<file path="src/design/edid_pkg.sv">
// ----------------------------------------------------------------------------
// EDID parser package
// Shared record and job types, codes and decode tables for the EDID parser.
// ----------------------------------------------------------------------------
package edid_pkg;

  // Record kinds.
  localparam logic [3:0] KIND_VENDOR   = 4'd0;
  localparam logic [3:0] KIND_SERIAL   = 4'd1;
  localparam logic [3:0] KIND_DATE     = 4'd2;
  localparam logic [3:0] KIND_VERSION  = 4'd3;
  localparam logic [3:0] KIND_INPUT    = 4'd4;
  localparam logic [3:0] KIND_SIZE     = 4'd5;
  localparam logic [3:0] KIND_GAMMA    = 4'd6;
  localparam logic [3:0] KIND_FEATURES = 4'd7;
  localparam logic [3:0] KIND_CHROMA   = 4'd8;
  localparam logic [3:0] KIND_EST      = 4'd9;
  localparam logic [3:0] KIND_STD      = 4'd10;
  localparam logic [3:0] KIND_DETAILED = 4'd11;
  localparam logic [3:0] KIND_TEXT     = 4'd12;
  localparam logic [3:0] KIND_STATUS   = 4'd13;

  localparam int unsigned HoldDepth = 18;
  localparam int unsigned DtdParts  = 7;

  // Job operations passed from the front to the back.
  typedef enum logic [1:0] {
    OP_NONE   = 2'd0,
    OP_SINGLE = 2'd1,
    OP_EST    = 2'd2,
    OP_DTD    = 2'd3
  } op_e;

  typedef struct packed {
    logic [3:0]  kind;
    logic [4:0]  slot;
    logic [2:0]  part;
    logic [31:0] val_a;
    logic [15:0] val_b;
    logic [15:0] val_c;
    logic        present;
  } rec_t;

  typedef struct packed {
    op_e               op;
    rec_t              rec;
    logic [7:0]        est_mask;
    logic [1:0]        est_grp;
    logic [4:0]        est_base;
    logic [17:0][7:0]  dtd;
    logic [2:0]        dtd_slot;
  } job_t;

  typedef struct packed {
    logic [15:0] w;
    logic [15:0] h;
    logic [15:0] hz;
  } est_t;

  function automatic est_t est_entry(input logic [4:0] idx);
    est_t e;
    case (idx)
      5'd0:  e = '{16'd800,  16'd600,  16'd60};
      5'd1:  e = '{16'd800,  16'd600,  16'd56};
      5'd2:  e = '{16'd640,  16'd480,  16'd75};
      5'd3:  e = '{16'd640,  16'd480,  16'd72};
      5'd4:  e = '{16'd640,  16'd480,  16'd67};
      5'd5:  e = '{16'd640,  16'd480,  16'd60};
      5'd6:  e = '{16'd720,  16'd400,  16'd88};
      5'd7:  e = '{16'd720,  16'd400,  16'd70};
      5'd8:  e = '{16'd1280, 16'd1024, 16'd75};
      5'd9:  e = '{16'd1024, 16'd768,  16'd75};
      5'd10: e = '{16'd1024, 16'd768,  16'd70};
      5'd11: e = '{16'd1024, 16'd768,  16'd60};
      5'd12: e = '{16'd1024, 16'd768,  16'd87};
      5'd13: e = '{16'd832,  16'd624,  16'd75};
      5'd14: e = '{16'd800,  16'd600,  16'd75};
      5'd15: e = '{16'd800,  16'd600,  16'd72};
      5'd23: e = '{16'd1152, 16'd870,  16'd75};
      default: e = '0;
    endcase
    return e;
  endfunction

  // Bits of each established byte that name a real mode.
  function automatic logic [7:0] est_valid(input logic [1:0] grp);
    logic [7:0] m;
    case (grp)
      2'd0, 2'd1: m = 8'hFF;
      2'd2:       m = 8'h80;
      default:    m = 8'h00;
    endcase
    return m;
  endfunction

  function automatic logic [4:0] depth_bits(input logic [2:0] code);
    logic [4:0] d;
    case (code)
      3'd1: d = 5'd6;
      3'd2: d = 5'd8;
      3'd3: d = 5'd10;
      3'd4: d = 5'd12;
      3'd5: d = 5'd14;
      3'd6: d = 5'd16;
      default: d = 5'd0;
    endcase
    return d;
  endfunction

  // Portrait aspect ratio in hundredths, rounded, indexed by the height byte.
  // Each entry is a seven-bit restoring division done while elaborating.
  typedef logic [6:0] asp_lut_t [256];

  function automatic asp_lut_t build_asp();
    asp_lut_t    res;
    int unsigned d, r, q;
    for (int i = 0; i < 256; i++) begin
      d = i + 99;
      r = 10000 + (d >> 1);
      q = 0;
      for (int b = 6; b >= 0; b--) begin
        if (r >= (d << b)) begin
          r = r - (d << b);
          q = q | (1 << b);
        end
      end
      res[i] = 7'(q);
    end
    return res;
  endfunction

  localparam asp_lut_t ASP_LUT = build_asp();

endpackage

</file>
<file path="src/design/edid_front.sv">
// ----------------------------------------------------------------------------
// EDID parser front end
// Accepts bytes, keeps the block state and turns each byte into at most one job.
// ----------------------------------------------------------------------------
module edid_front (
  input  logic               clk_i,
  input  logic               rst_ni,
  input  logic               in_valid_i,
  output logic               in_ready_o,
  input  logic [7:0]         byte_value_i,
  input  logic               restart_i,
  input  logic               full_i,
  output logic               push_o,
  output edid_pkg::job_t     job_o
);
  import edid_pkg::*;

  logic [6:0] pos_q, pos_d, pos_c;
  logic [4:0] hidx_q, hidx_d, hidx_c, hidx_prev;
  logic [7:0] sum_q, sum_d, sum_c, sum_n;
  logic       hm_q, hm_d, hm_c, hm_n;
  logic [2:0] dcnt_q, dcnt_d, dcnt_c;
  logic [4:0] ecnt_q, ecnt_d, ecnt_c;
  logic [1:0] tm_q, tm_d, tm_c;
  logic [7:0] held_q [HoldDepth];
  logic       accept;
  logic [7:0] v;
  job_t       job;
  logic       is_desc;
  logic [7:0] want, lo, f, emask;
  logic [2:0] k, std_i;
  logic [1:0] dnum;
  logic [3:0] ecount;
  logic [15:0] sw, sht;
  logic [27:0] sw5;

  assign v          = byte_value_i;
  assign in_ready_o = !full_i;
  assign accept     = in_valid_i && in_ready_o;

  always_comb begin
    pos_c  = restart_i ? 7'd0 : pos_q;
    hidx_c = restart_i ? 5'd0 : hidx_q;
    sum_c  = restart_i ? 8'd0 : sum_q;
    hm_c   = restart_i ? 1'b1 : hm_q;
    dcnt_c = restart_i ? 3'd0 : dcnt_q;
    ecnt_c = restart_i ? 5'd0 : ecnt_q;
    tm_c   = restart_i ? 2'd0 : tm_q;
  end

  always_comb begin
    sum_n = sum_c + v;
    want  = (pos_c == 7'd0 || pos_c == 7'd7) ? 8'h00 : 8'hFF;
    hm_n  = hm_c && !(pos_c < 7'd8 && v != want);
    hidx_prev = (hidx_c == 5'd0) ? 5'(HoldDepth - 1) : hidx_c - 5'd1;
    is_desc = (held_q[0] == 8'd0) && (held_q[1] == 8'd0);
    k     = 3'(pos_c - 7'h1B);
    lo    = k[2] ? held_q[8] : held_q[7];
    std_i = 3'((pos_c - 7'h27) >> 1);
    f     = held_q[hidx_prev];
    sw    = 16'(8 * (16'(f) + 16'd31));
    sw5   = 28'((28'(sw) * 28'd3277) >> 14);
    case (v[7:6])
      2'd0:    sht = 16'((sw >> 4) * 16'd10);
      2'd1:    sht = 16'((sw >> 2) * 16'd3);
      2'd2:    sht = 16'(sw5[15:0] * 16'd4);
      default: sht = 16'((sw >> 4) * 16'd9);
    endcase
    emask  = v & est_valid(2'(pos_c - 7'h23));
    ecount = 4'($countones(emask));
    if (pos_c < 7'd72)       dnum = 2'd0;
    else if (pos_c < 7'd90)  dnum = 2'd1;
    else if (pos_c < 7'd108) dnum = 2'd2;
    else                     dnum = 2'd3;

    job          = '0;
    job.op       = OP_NONE;
    job.est_mask = emask;
    job.est_grp  = 2'(pos_c - 7'h23);
    job.est_base = ecnt_c;
    job.dtd_slot = dcnt_c;
    for (int i = 0; i < HoldDepth; i++) job.dtd[i] = held_q[i];
    job.dtd[HoldDepth - 1] = v;
    job.rec.present = 1'b1;

    tm_d   = tm_c;
    dcnt_d = dcnt_c;
    ecnt_d = ecnt_c;

    if (hm_n) begin
      if (pos_c == 7'h0B) begin
        job.op = OP_SINGLE;
        job.rec.kind  = KIND_VENDOR;
        job.rec.val_a = {8'd0, 3'b010, held_q[8][6:2], 3'b010,
                         held_q[8][1:0], held_q[9][7:5], 3'b010, held_q[9][4:0]};
        job.rec.val_b = {v, held_q[10]};
      end else if (pos_c == 7'h0F) begin
        job.op = OP_SINGLE;
        job.rec.kind  = KIND_SERIAL;
        job.rec.val_a = {v, held_q[14], held_q[13], held_q[12]};
      end else if (pos_c == 7'h11) begin
        job.op = OP_SINGLE;
        job.rec.kind = KIND_DATE;
        if (held_q[16] != 8'd0 && held_q[16] != 8'hFF) begin
          job.rec.val_a = 32'(held_q[16]);
          job.rec.val_c = 16'd2;
        end else if (held_q[16] == 8'hFF) begin
          job.rec.val_c = 16'd1;
        end
        job.rec.val_b = 16'd1990 + 16'(v);
      end else if (pos_c == 7'h13) begin
        job.op = OP_SINGLE;
        job.rec.kind  = KIND_VERSION;
        job.rec.val_a = 32'(held_q[0]);
        job.rec.val_b = 16'(v);
      end else if (pos_c == 7'h14) begin
        job.op = OP_SINGLE;
        job.rec.kind = KIND_INPUT;
        if (v[7]) begin
          job.rec.val_a = 32'd1;
          job.rec.val_b = 16'(depth_bits(v[6:4]));
          job.rec.val_c = 16'(v[3:0]);
        end else begin
          job.rec.val_b = 16'(v[6:5]);
          job.rec.val_c = 16'(v[4:0]);
        end
      end else if (pos_c == 7'h16) begin
        job.op = OP_SINGLE;
        job.rec.kind = KIND_SIZE;
        if (held_q[3] == 8'd0 && v == 8'd0) begin
          job.rec.present = 1'b0;
        end else if (v == 8'd0) begin
          job.rec.val_c = 16'(held_q[3]) + 16'd99;
        end else if (held_q[3] == 8'd0) begin
          job.rec.val_c = 16'(ASP_LUT[v]);
        end else begin
          job.rec.val_a = 32'(16'(held_q[3]) * 16'd10);
          job.rec.val_b = 16'(v) * 16'd10;
        end
      end else if (pos_c == 7'h17) begin
        job.op = OP_SINGLE;
        job.rec.kind = KIND_GAMMA;
        if (v == 8'hFF) job.rec.present = 1'b0;
        else job.rec.val_a = 32'(v) + 32'd100;
      end else if (pos_c == 7'h18) begin
        job.op = OP_SINGLE;
        job.rec.kind  = KIND_FEATURES;
        job.rec.val_a = 32'(v[7:5]);
        job.rec.val_b = 16'(v[4:3]);
        job.rec.val_c = 16'(v[2:0]);
      end else if (pos_c >= 7'h1B && pos_c <= 7'h22) begin
        job.op = OP_SINGLE;
        job.rec.kind = KIND_CHROMA;
        job.rec.slot = 5'(k);
        case (k[1:0])
          2'd0:    job.rec.val_a = {22'd0, v, lo[7:6]};
          2'd1:    job.rec.val_a = {22'd0, v, lo[5:4]};
          2'd2:    job.rec.val_a = {22'd0, v, lo[3:2]};
          default: job.rec.val_a = {22'd0, v, lo[1:0]};
        endcase
      end else if (pos_c >= 7'h23 && pos_c <= 7'h25) begin
        if (ecount != 4'd0) job.op = OP_EST;
        ecnt_d = ecnt_c + 5'(ecount);
      end else if (pos_c >= 7'h27 && pos_c <= 7'h35 && pos_c[0]) begin
        job.op = OP_SINGLE;
        job.rec.kind = KIND_STD;
        job.rec.slot = 5'(std_i);
        if (f == 8'h01 || v == 8'h01) begin
          job.rec.present = 1'b0;
        end else begin
          job.rec.val_a = 32'(sw);
          job.rec.val_b = sht;
          job.rec.val_c = 16'(v[5:0]) + 16'd60;
        end
      end else if (pos_c >= 7'h36 && pos_c <= 7'h7D) begin
        if (hidx_c == 5'd0) tm_d = 2'd0;
        if (hidx_c == 5'd3) begin
          tm_d = (is_desc && (v == 8'hFC || v == 8'hFF || v == 8'hFE)) ? 2'd1 : 2'd0;
        end
        if (hidx_c >= 5'd5 && tm_d == 2'd1) begin
          if (v == 8'h0A) begin
            tm_d = 2'd2;
          end else begin
            job.op = OP_SINGLE;
            job.rec.kind  = KIND_TEXT;
            job.rec.slot  = hidx_c - 5'd5;
            job.rec.part  = 3'(dnum);
            job.rec.val_a = (v == 8'd0) ? 32'h20 : 32'(v);
            job.rec.val_b = 16'(held_q[3]);
          end
        end
        if (hidx_c == 5'(HoldDepth - 1) && !is_desc) begin
          job.op = OP_DTD;
          dcnt_d = dcnt_c + 3'd1;
        end
      end
    end
    if (pos_c == 7'd127) begin
      job.op = OP_SINGLE;
      job.rec = '0;
      job.rec.kind    = KIND_STATUS;
      job.rec.val_a   = 32'(sum_n);
      job.rec.val_b   = 16'(hm_n);
      job.rec.val_c   = 16'(dcnt_c);
      job.rec.present = 1'b1;
    end

    if (pos_c == 7'd127) begin
      pos_d  = 7'd0;
      hidx_d = 5'd0;
      sum_d  = 8'd0;
      hm_d   = 1'b1;
      dcnt_d = 3'd0;
      ecnt_d = 5'd0;
      tm_d   = 2'd0;
    end else begin
      pos_d  = pos_c + 7'd1;
      hidx_d = (hidx_c == 5'(HoldDepth - 1)) ? 5'd0 : hidx_c + 5'd1;
      sum_d  = sum_n;
      hm_d   = hm_n;
    end
  end

  assign job_o  = job;
  assign push_o = accept && (job.op != OP_NONE);

  always_ff @(posedge clk_i or negedge rst_ni) begin
    if (!rst_ni) begin
      pos_q  <= '0;
      hidx_q <= '0;
      sum_q  <= '0;
      hm_q   <= 1'b1;
      dcnt_q <= '0;
      ecnt_q <= '0;
      tm_q   <= '0;
    end else if (accept) begin
      pos_q  <= pos_d;
      hidx_q <= hidx_d;
      sum_q  <= sum_d;
      hm_q   <= hm_d;
      dcnt_q <= dcnt_d;
      ecnt_q <= ecnt_d;
      tm_q   <= tm_d;
    end
  end

  always_ff @(posedge clk_i) begin
    if (accept) held_q[hidx_c] <= v;
  end

endmodule

</file>
<file path="src/design/edid_fifo.sv">
// ----------------------------------------------------------------------------
// EDID job queue
// Two-entry queue of decoded jobs between the front and the back.
// ----------------------------------------------------------------------------
module edid_fifo (
  input  logic           clk_i,
  input  logic           rst_ni,
  input  logic           push_i,
  input  edid_pkg::job_t job_i,
  output logic           full_o,
  input  logic           pop_i,
  output logic           valid_o,
  output edid_pkg::job_t job_o
);
  import edid_pkg::*;

  job_t       mem_q [2];
  logic       wp_q, rp_q;
  logic [1:0] cnt_q;

  assign full_o  = (cnt_q == 2'd2);
  assign valid_o = (cnt_q != 2'd0);
  assign job_o   = mem_q[rp_q];

  always_ff @(posedge clk_i or negedge rst_ni) begin
    if (!rst_ni) begin
      wp_q  <= 1'b0;
      rp_q  <= 1'b0;
      cnt_q <= 2'd0;
    end else begin
      if (push_i) wp_q <= !wp_q;
      if (pop_i)  rp_q <= !rp_q;
      cnt_q <= cnt_q + {1'b0, push_i} - {1'b0, pop_i};
    end
  end

  always_ff @(posedge clk_i) begin
    if (push_i) mem_q[wp_q] <= job_i;
  end

endmodule

</file>
<file path="src/design/edid_back.sv">
// ----------------------------------------------------------------------------
// EDID parser back end
// Expands each job into records in the output register, one record per cycle unless the output stalls.
// ----------------------------------------------------------------------------
module edid_back (
  input  logic            clk_i,
  input  logic            rst_ni,
  input  logic            valid_i,
  input  edid_pkg::job_t  job_i,
  output logic            pop_o,
  output logic            out_valid_o,
  input  logic            out_ready_i,
  output edid_pkg::rec_t  rec_o,
  output logic            last_o
);
  import edid_pkg::*;

  logic [2:0] cnt_q;
  logic [7:0] done_q, rem, bit_sel;
  logic [2:0] bit_idx;
  logic       out_valid_q, last_q;
  rec_t       rec_q, rec;
  logic       is_last, load;
  est_t       e;
  logic [7:0] f;
  logic [15:0] st;
  logic [4:0] sync;
  logic [17:0][7:0] h;

  assign h = job_i.dtd;
  assign f = h[17];

  always_comb begin
    rem     = job_i.est_mask & ~done_q;
    bit_idx = 3'd0;
    for (int i = 7; i >= 0; i--) begin
      if (rem[i]) bit_idx = 3'(i);
    end
    bit_sel = 8'd1 << bit_idx;
    e = est_entry({job_i.est_grp, bit_idx});

    st = 16'({f[6:5], f[0]});
    if (st == 16'd1) st = 16'd0;
    if (f[4]) sync = {!f[0], f[3] ? !f[2] : 1'b0, !f[3] && f[2], !f[3], 1'b1};
    else      sync = {1'b0, !f[1], f[2], f[3], 1'b0};

    rec = job_i.rec;
    is_last = 1'b1;
    case (job_i.op)
      OP_EST: begin
        rec = '0;
        rec.kind    = KIND_EST;
        rec.slot    = job_i.est_base + 5'(cnt_q);
        rec.val_a   = 32'(e.w);
        rec.val_b   = e.h;
        rec.val_c   = e.hz;
        rec.present = 1'b1;
        is_last = ((rem & ~bit_sel) == 8'd0);
      end
      OP_DTD: begin
        rec = '0;
        rec.kind    = KIND_DETAILED;
        rec.slot    = 5'(job_i.dtd_slot);
        rec.part    = cnt_q;
        rec.present = 1'b1;
        is_last = (cnt_q == 3'(DtdParts - 1));
        case (cnt_q)
          3'd0: begin
            rec.val_a = 32'({h[1], h[0]} * 30'd10000);
            rec.val_b = {4'd0, h[4][7:4], h[2]};
            rec.val_c = {4'd0, h[4][3:0], h[3]};
          end
          3'd1: begin
            rec.val_a = 32'({h[7][7:4], h[5]});
            rec.val_b = {4'd0, h[7][3:0], h[6]};
          end
          3'd2: begin
            rec.val_a = 32'({h[11][7:6], h[8]});
            rec.val_b = {6'd0, h[11][5:4], h[9]};
          end
          3'd3: begin
            rec.val_a = 32'({h[11][3:2], h[10][7:4]});
            rec.val_b = {10'd0, h[11][1:0], h[10][3:0]};
          end
          3'd4: begin
            rec.val_a = 32'({h[14][7:4], h[12]});
            rec.val_b = {4'd0, h[14][3:0], h[13]};
          end
          3'd5: begin
            rec.val_a = 32'(h[15]);
            rec.val_b = 16'(h[16]);
          end
          default: begin
            rec.val_a = 32'(f[7]);
            rec.val_b = st;
            rec.val_c = 16'(sync);
          end
        endcase
      end
      default: ;
    endcase
  end

  assign load  = valid_i && (!out_valid_q || out_ready_i);
  assign pop_o = load && is_last;

  always_ff @(posedge clk_i or negedge rst_ni) begin
    if (!rst_ni) begin
      out_valid_q <= 1'b0;
      cnt_q       <= '0;
      done_q      <= '0;
    end else begin
      if (load) begin
        out_valid_q <= 1'b1;
        if (is_last) begin
          cnt_q  <= '0;
          done_q <= '0;
        end else begin
          cnt_q  <= cnt_q + 3'd1;
          done_q <= done_q | bit_sel;
        end
      end else if (out_ready_i) begin
        out_valid_q <= 1'b0;
      end
    end
  end

  always_ff @(posedge clk_i) begin
    if (load) begin
      rec_q  <= rec;
      last_q <= is_last;
    end
  end

  assign out_valid_o = out_valid_q;
  assign rec_o       = rec_q;
  assign last_o      = last_q;

endmodule

</file>
<file path="src/design/edid_base_block_parser.sv">
// ----------------------------------------------------------------------------
// EDID base block parser
// Decodes the 128 bytes of an EDID 1.3 base block into typed records.
// ----------------------------------------------------------------------------
// A record passes through the job queue and then the output register before
// it can be taken. Throughput: one byte per cycle while the two-entry job
// queue has room; the back end sends one record per cycle while the receiver
// is ready, so a byte that yields several records holds the back end until
// all are sent (up to seven for a detailed timing, eight for established
// timings). Reset clears all block state and empties the queue; the held byte
// store is not cleared and is always written before it is read.
module edid_base_block_parser (
  input  logic        clk_i,
  input  logic        rst_ni,
  input  logic        in_valid_i,
  output logic        in_ready_o,
  input  logic [7:0]  byte_value_i,
  input  logic        restart_i,
  output logic        out_valid_o,
  input  logic        out_ready_i,
  output logic [3:0]  record_kind_o,
  output logic [4:0]  slot_o,
  output logic [2:0]  part_o,
  output logic [31:0] value_a_o,
  output logic [15:0] value_b_o,
  output logic [15:0] value_c_o,
  output logic        present_o,
  output logic        last_of_run_o
);
  import edid_pkg::*;

  // The front end tracks byte position, checksum, header status and the
  // descriptor text state, and packs each byte into at most one job.
  logic push, full, q_valid, pop;
  job_t push_job, head_job;
  rec_t rec;

  edid_front u_front (
    .clk_i        (clk_i),
    .rst_ni       (rst_ni),
    .in_valid_i   (in_valid_i),
    .in_ready_o   (in_ready_o),
    .byte_value_i (byte_value_i),
    .restart_i    (restart_i),
    .full_i       (full),
    .push_o       (push),
    .job_o        (push_job)
  );

  // The queue lets the front keep taking bytes while the back drains a
  // multi-record job.
  edid_fifo u_fifo (
    .clk_i   (clk_i),
    .rst_ni  (rst_ni),
    .push_i  (push),
    .job_i   (push_job),
    .full_o  (full),
    .pop_i   (pop),
    .valid_o (q_valid),
    .job_o   (head_job)
  );

  // The back end walks each job record by record into the output register.
  edid_back u_back (
    .clk_i       (clk_i),
    .rst_ni      (rst_ni),
    .valid_i     (q_valid),
    .job_i       (head_job),
    .pop_o       (pop),
    .out_valid_o (out_valid_o),
    .out_ready_i (out_ready_i),
    .rec_o       (rec),
    .last_o      (last_of_run_o)
  );

  assign record_kind_o = rec.kind;
  assign slot_o        = rec.slot;
  assign part_o        = rec.part;
  assign value_a_o     = rec.val_a;
  assign value_b_o     = rec.val_b;
  assign value_c_o     = rec.val_c;
  assign present_o     = rec.present;

endmodule

</file>
<file path="config.mk">
export PLATFORM = sky130hd
export DESIGN_NAME = edid_base_block_parser
export DESIGN_NICKNAME = d
export VERILOG_FILES = /design/src/design/edid_pkg.sv /design/src/design/edid_front.sv /design/src/design/edid_fifo.sv /design/src/design/edid_back.sv /design/src/design/edid_base_block_parser.sv
export SDC_FILE = /design/constraint.sdc
export NUM_CORES = 2
export LEC_CHECK = 0
export ABC_AREA = 1
export BUFFER_PORTS_ARGS = -buffer_cell sky130_fd_sc_hd__buf_4
export CORE_MARGIN = 8
export CORE_UTILIZATION = 40
export CTS_CLUSTER_SIZE = 20
export DETAILED_ROUTE_END_ITERATION = 6
export GPL_TIMING_DRIVEN = 0
export MAX_ROUTING_LAYER = met4
export PLACE_DENSITY = 0.64
export SLEW_MARGIN = 15
export SYNTH_ARGS = -nofsm -noshare
export SYNTH_HDL_FRONTEND = slang
export SYNTH_SLANG_ARGS = --single-unit
</file>
<file path="constraint.sdc">
create_clock -name clk_i -period 43.9 [get_ports clk_i]
set_clock_uncertainty 0.15 [all_clocks]
set_input_delay 8.78 -clock clk_i [delete_from_list [all_inputs] [get_ports clk_i]]
set_output_delay 8.78 -clock clk_i [all_outputs]
set_load 0.01 [all_outputs]
</file>
==> run metrics <==
largest area contributor in the netlist=edfxtp_1; Die Ht=353 um; drt first-iter violations=5442; Port Buf Inserts=88; synthesized instance count=4638; clk_lat worst skew=670 ps; yosys warns=0; sequential share of the synthesized area=0.552; Setup Buffers After CTS=0; Via density=slightly below 6; worst-path fanout max=10; unrepaired setup endpoints after global routing=no; ys async rst share=0.0558; synth unique cells=71; top_reg_cell synth=edfxtp_1; Required @ worst endpoint=44130 ps; Final Hold Vio Count=0; Starting Density=0.403; relative max-transition margin=0.146; final setup vio count=0; crit path from=restart_i; # hold bufs at CTS=0; clock slew at reported path FFs=60 ps; Area growth, synth to finish=13.1%; Worst EP arrival=17910 ps; largest net degree at the start of global routing=48; number of synthesized flops with an enable pin=around 800; Slew @ Worst Pin=between 1000 and 1500 ps; HP Class=reg -> reg; core area=113000 um^2; post-cts sizing count=0; Reg2Reg Launch Point=u_front.hidx_q[0]; dpl hpwl=roughly 130000 um; drc violations=8; DRT antenna net count=0; Max Clk Rate=56.5 MHz; die width=353 um; CP most frequent cell=inv_1; Avg Inst Size Synth=9.80 um^2; CTS Sinks=843; H-tree levels=3; crit path time final=17690 ps; crit path kind=in -> reg; number of global-route vias before repair=34329; Pre-antenna DRT Iters=7; Top Ports=93; Root Buffer=clkbuf_16; Critical-path top delay cell=buf_1; cell area after synthesis=45400 um^2; Post-Route WL=173000 um; die footprint=125000 um^2; outcome=finished with violations; first-pass GRT wire length=244000 um; crit path launch type=primary input; fin. max-slew vios=0; initial antenna violation count=10; Setup TNS=0 ps; Global Route Usage Sum=0.274; min-delay src=u_front.held_q[0][6]; Period Utilization, post-route=0.403; Crit path max-delay family=simple AND/OR/NAND/NOR gates; TritonCTS clock tree=built; largest cells by area after synthesis=edfxtp_1 53%, nand2_1 9.0%, ha_1 6.2%; TritonCTS Buffers=88; share of post-route cells with drive strength above 1=0.0828; Synth top area share=0.526; CP endpoint kind=flop; Layout Nets=5147; Remaining Overflow, GRT=0; Cell Rows=approximately 120; max cap viols=0; crit path buf inv count=11; max incr delay on CP=720 ps; vias=37150; violated checks=DRC; Routed WL per cell=26.9 um; clk buf depth=3; Synth Register Bits=843; gp weighted congestion=1.04
## path summary, 6_finish.rpt
| path | end | slack, ps | cells after the start |
|---|---|---|---|
| min in group asynchronous | u_back.done_q[4] | 8030 | 1 |
| max reg2reg | u_fifo.mem_q[0][192] | 34050 | 35 |
| min | u_fifo.mem_q[0][9] | 330 | 0 |
| min reg2reg | u_fifo.mem_q[0][9] | 330 | 0 |
| max | u_fifo.mem_q[0][192] | 26210 | 33 |
| max in group asynchronous | u_front.sum_q[0] | 35010 | 1 |
## cell type report
class	instances	area, um^2
clock buffer	112	2300
sequential	843	25100
antenna	15	37.5
timing repair buffer	111	1180
buffer	186	861
inverter	533	2010
multi-input combinational	3079	17500
tap	1500	1880
fill	10572	61300
clock inverter	51	508
## flip-flops by register name (all words and copies together) (netlist names), 2 cells and up
register / count
u_fifo.mem_q: 466
u_fifo.cnt_q: 2
u_back.rec_o: 73
u_front.pos_q: 7
u_front.held_q: 256
u_front.tm_q: 2
u_back.cnt_q: 3
u_front.hidx_q: 5
u_front.sum_q: 8
u_front.dcnt_q: 3
u_front.ecnt_q: 5
u_back.done_q: 8
## worst register-to-register path: cells and delay by family (launching register included)
kind | cells | cell delay, ps
compound gates | 5 | 1630
simple gates | 14 | 2890
fa+ha+maj | 6 | 2630
flops | 1 | 390
buf+inv | 10 | 1900
## per-stage QoR
stage,util,hold WS (ps),cells,area [um^2],setup slack [ps]
after global placement,0.426,302,6229,48000,13080
after CTS,0.456,330,6415,51300,26490
after global routing,0.456,349,6428,51400,25760
after detailed placement,0.431,316,6252,48500,25820
after floorplan,-,287,4641,45400,20710
final,0.456,331,6430,51400,26210
## synthesized netlist by cell type, types with 45 or more instances
| library cell | instances |
|---|---|
| nand2_1 | 1085 |
| edfxtp_1 | 796 |
| inv_1 | 499 |
| nor2_1 | 417 |
| o21ai_0 | 300 |
| nand3_1 | 265 |
| ha_1 | 225 |
| a21oi_1 | 180 |
| clkbuf_1 | 109 |
| fa_1 | 67 |
| nor3_1 | 50 |
| dfrtp_1 | 46 |
| o22ai_1 | 45 |
## metal layers
metal	wire length, um	GRT usage	vias up
li1	-	-	16368
met1	66000	0.352	17980
met2	77700	0.421	2399
met3	20300	0.0562	403
met4	8840	0.118	0
met5	0	-	-
## cells in the final DEF, fill, tap and decap left out, types with 25 or more instances in the layout
| cell type | count |
|---|---|
| o211ai_1 | 25 |
| inv_1 | 499 |
| nand3_1 | 265 |
| nand4_1 | 38 |
| o21ai_1 | 25 |
| clkinv_1 | 25 |
| buf_4 | 110 |
| nor2_1 | 415 |
| dfrtp_1 | 46 |
| or2_2 | 28 |
| nand3b_1 | 28 |
| clkbuf_1 | 130 |
| nor3_1 | 50 |
| ha_1 | 225 |
| nand2_1 | 1085 |
| edfxtp_1 | 796 |
| o22ai_1 | 45 |
| a21oi_1 | 180 |
| xor2_1 | 31 |
| o21ai_0 | 300 |
| buf_2 | 33 |
| clkbuf_16 | 88 |
| a31oi_1 | 27 |
| fa_1 | 67 |
## kinds of logic (layout without fill, tap and decap cells)
group | Yosys count | after routing | synth area share
other | 1 | 19 | 0.0000825
AO/OA/AOI/OAI | 759 | 759 | 0.0987
flip-flops | 843 | 843 | 0.552
adder cells (fa/ha/maj) | 292 | 292 | 0.0915
buffers and inverters | 719 | 993 | 0.0631
AND/OR/NAND/NOR | 1975 | 1975 | 0.185
XOR/XNOR | 40 | 40 | 0.00788
multiplexers | 9 | 9 | 0.00198
Power is not shown: default switching activity piles up to over one toggle a cycle in this logic, so the estimate is an artifact.
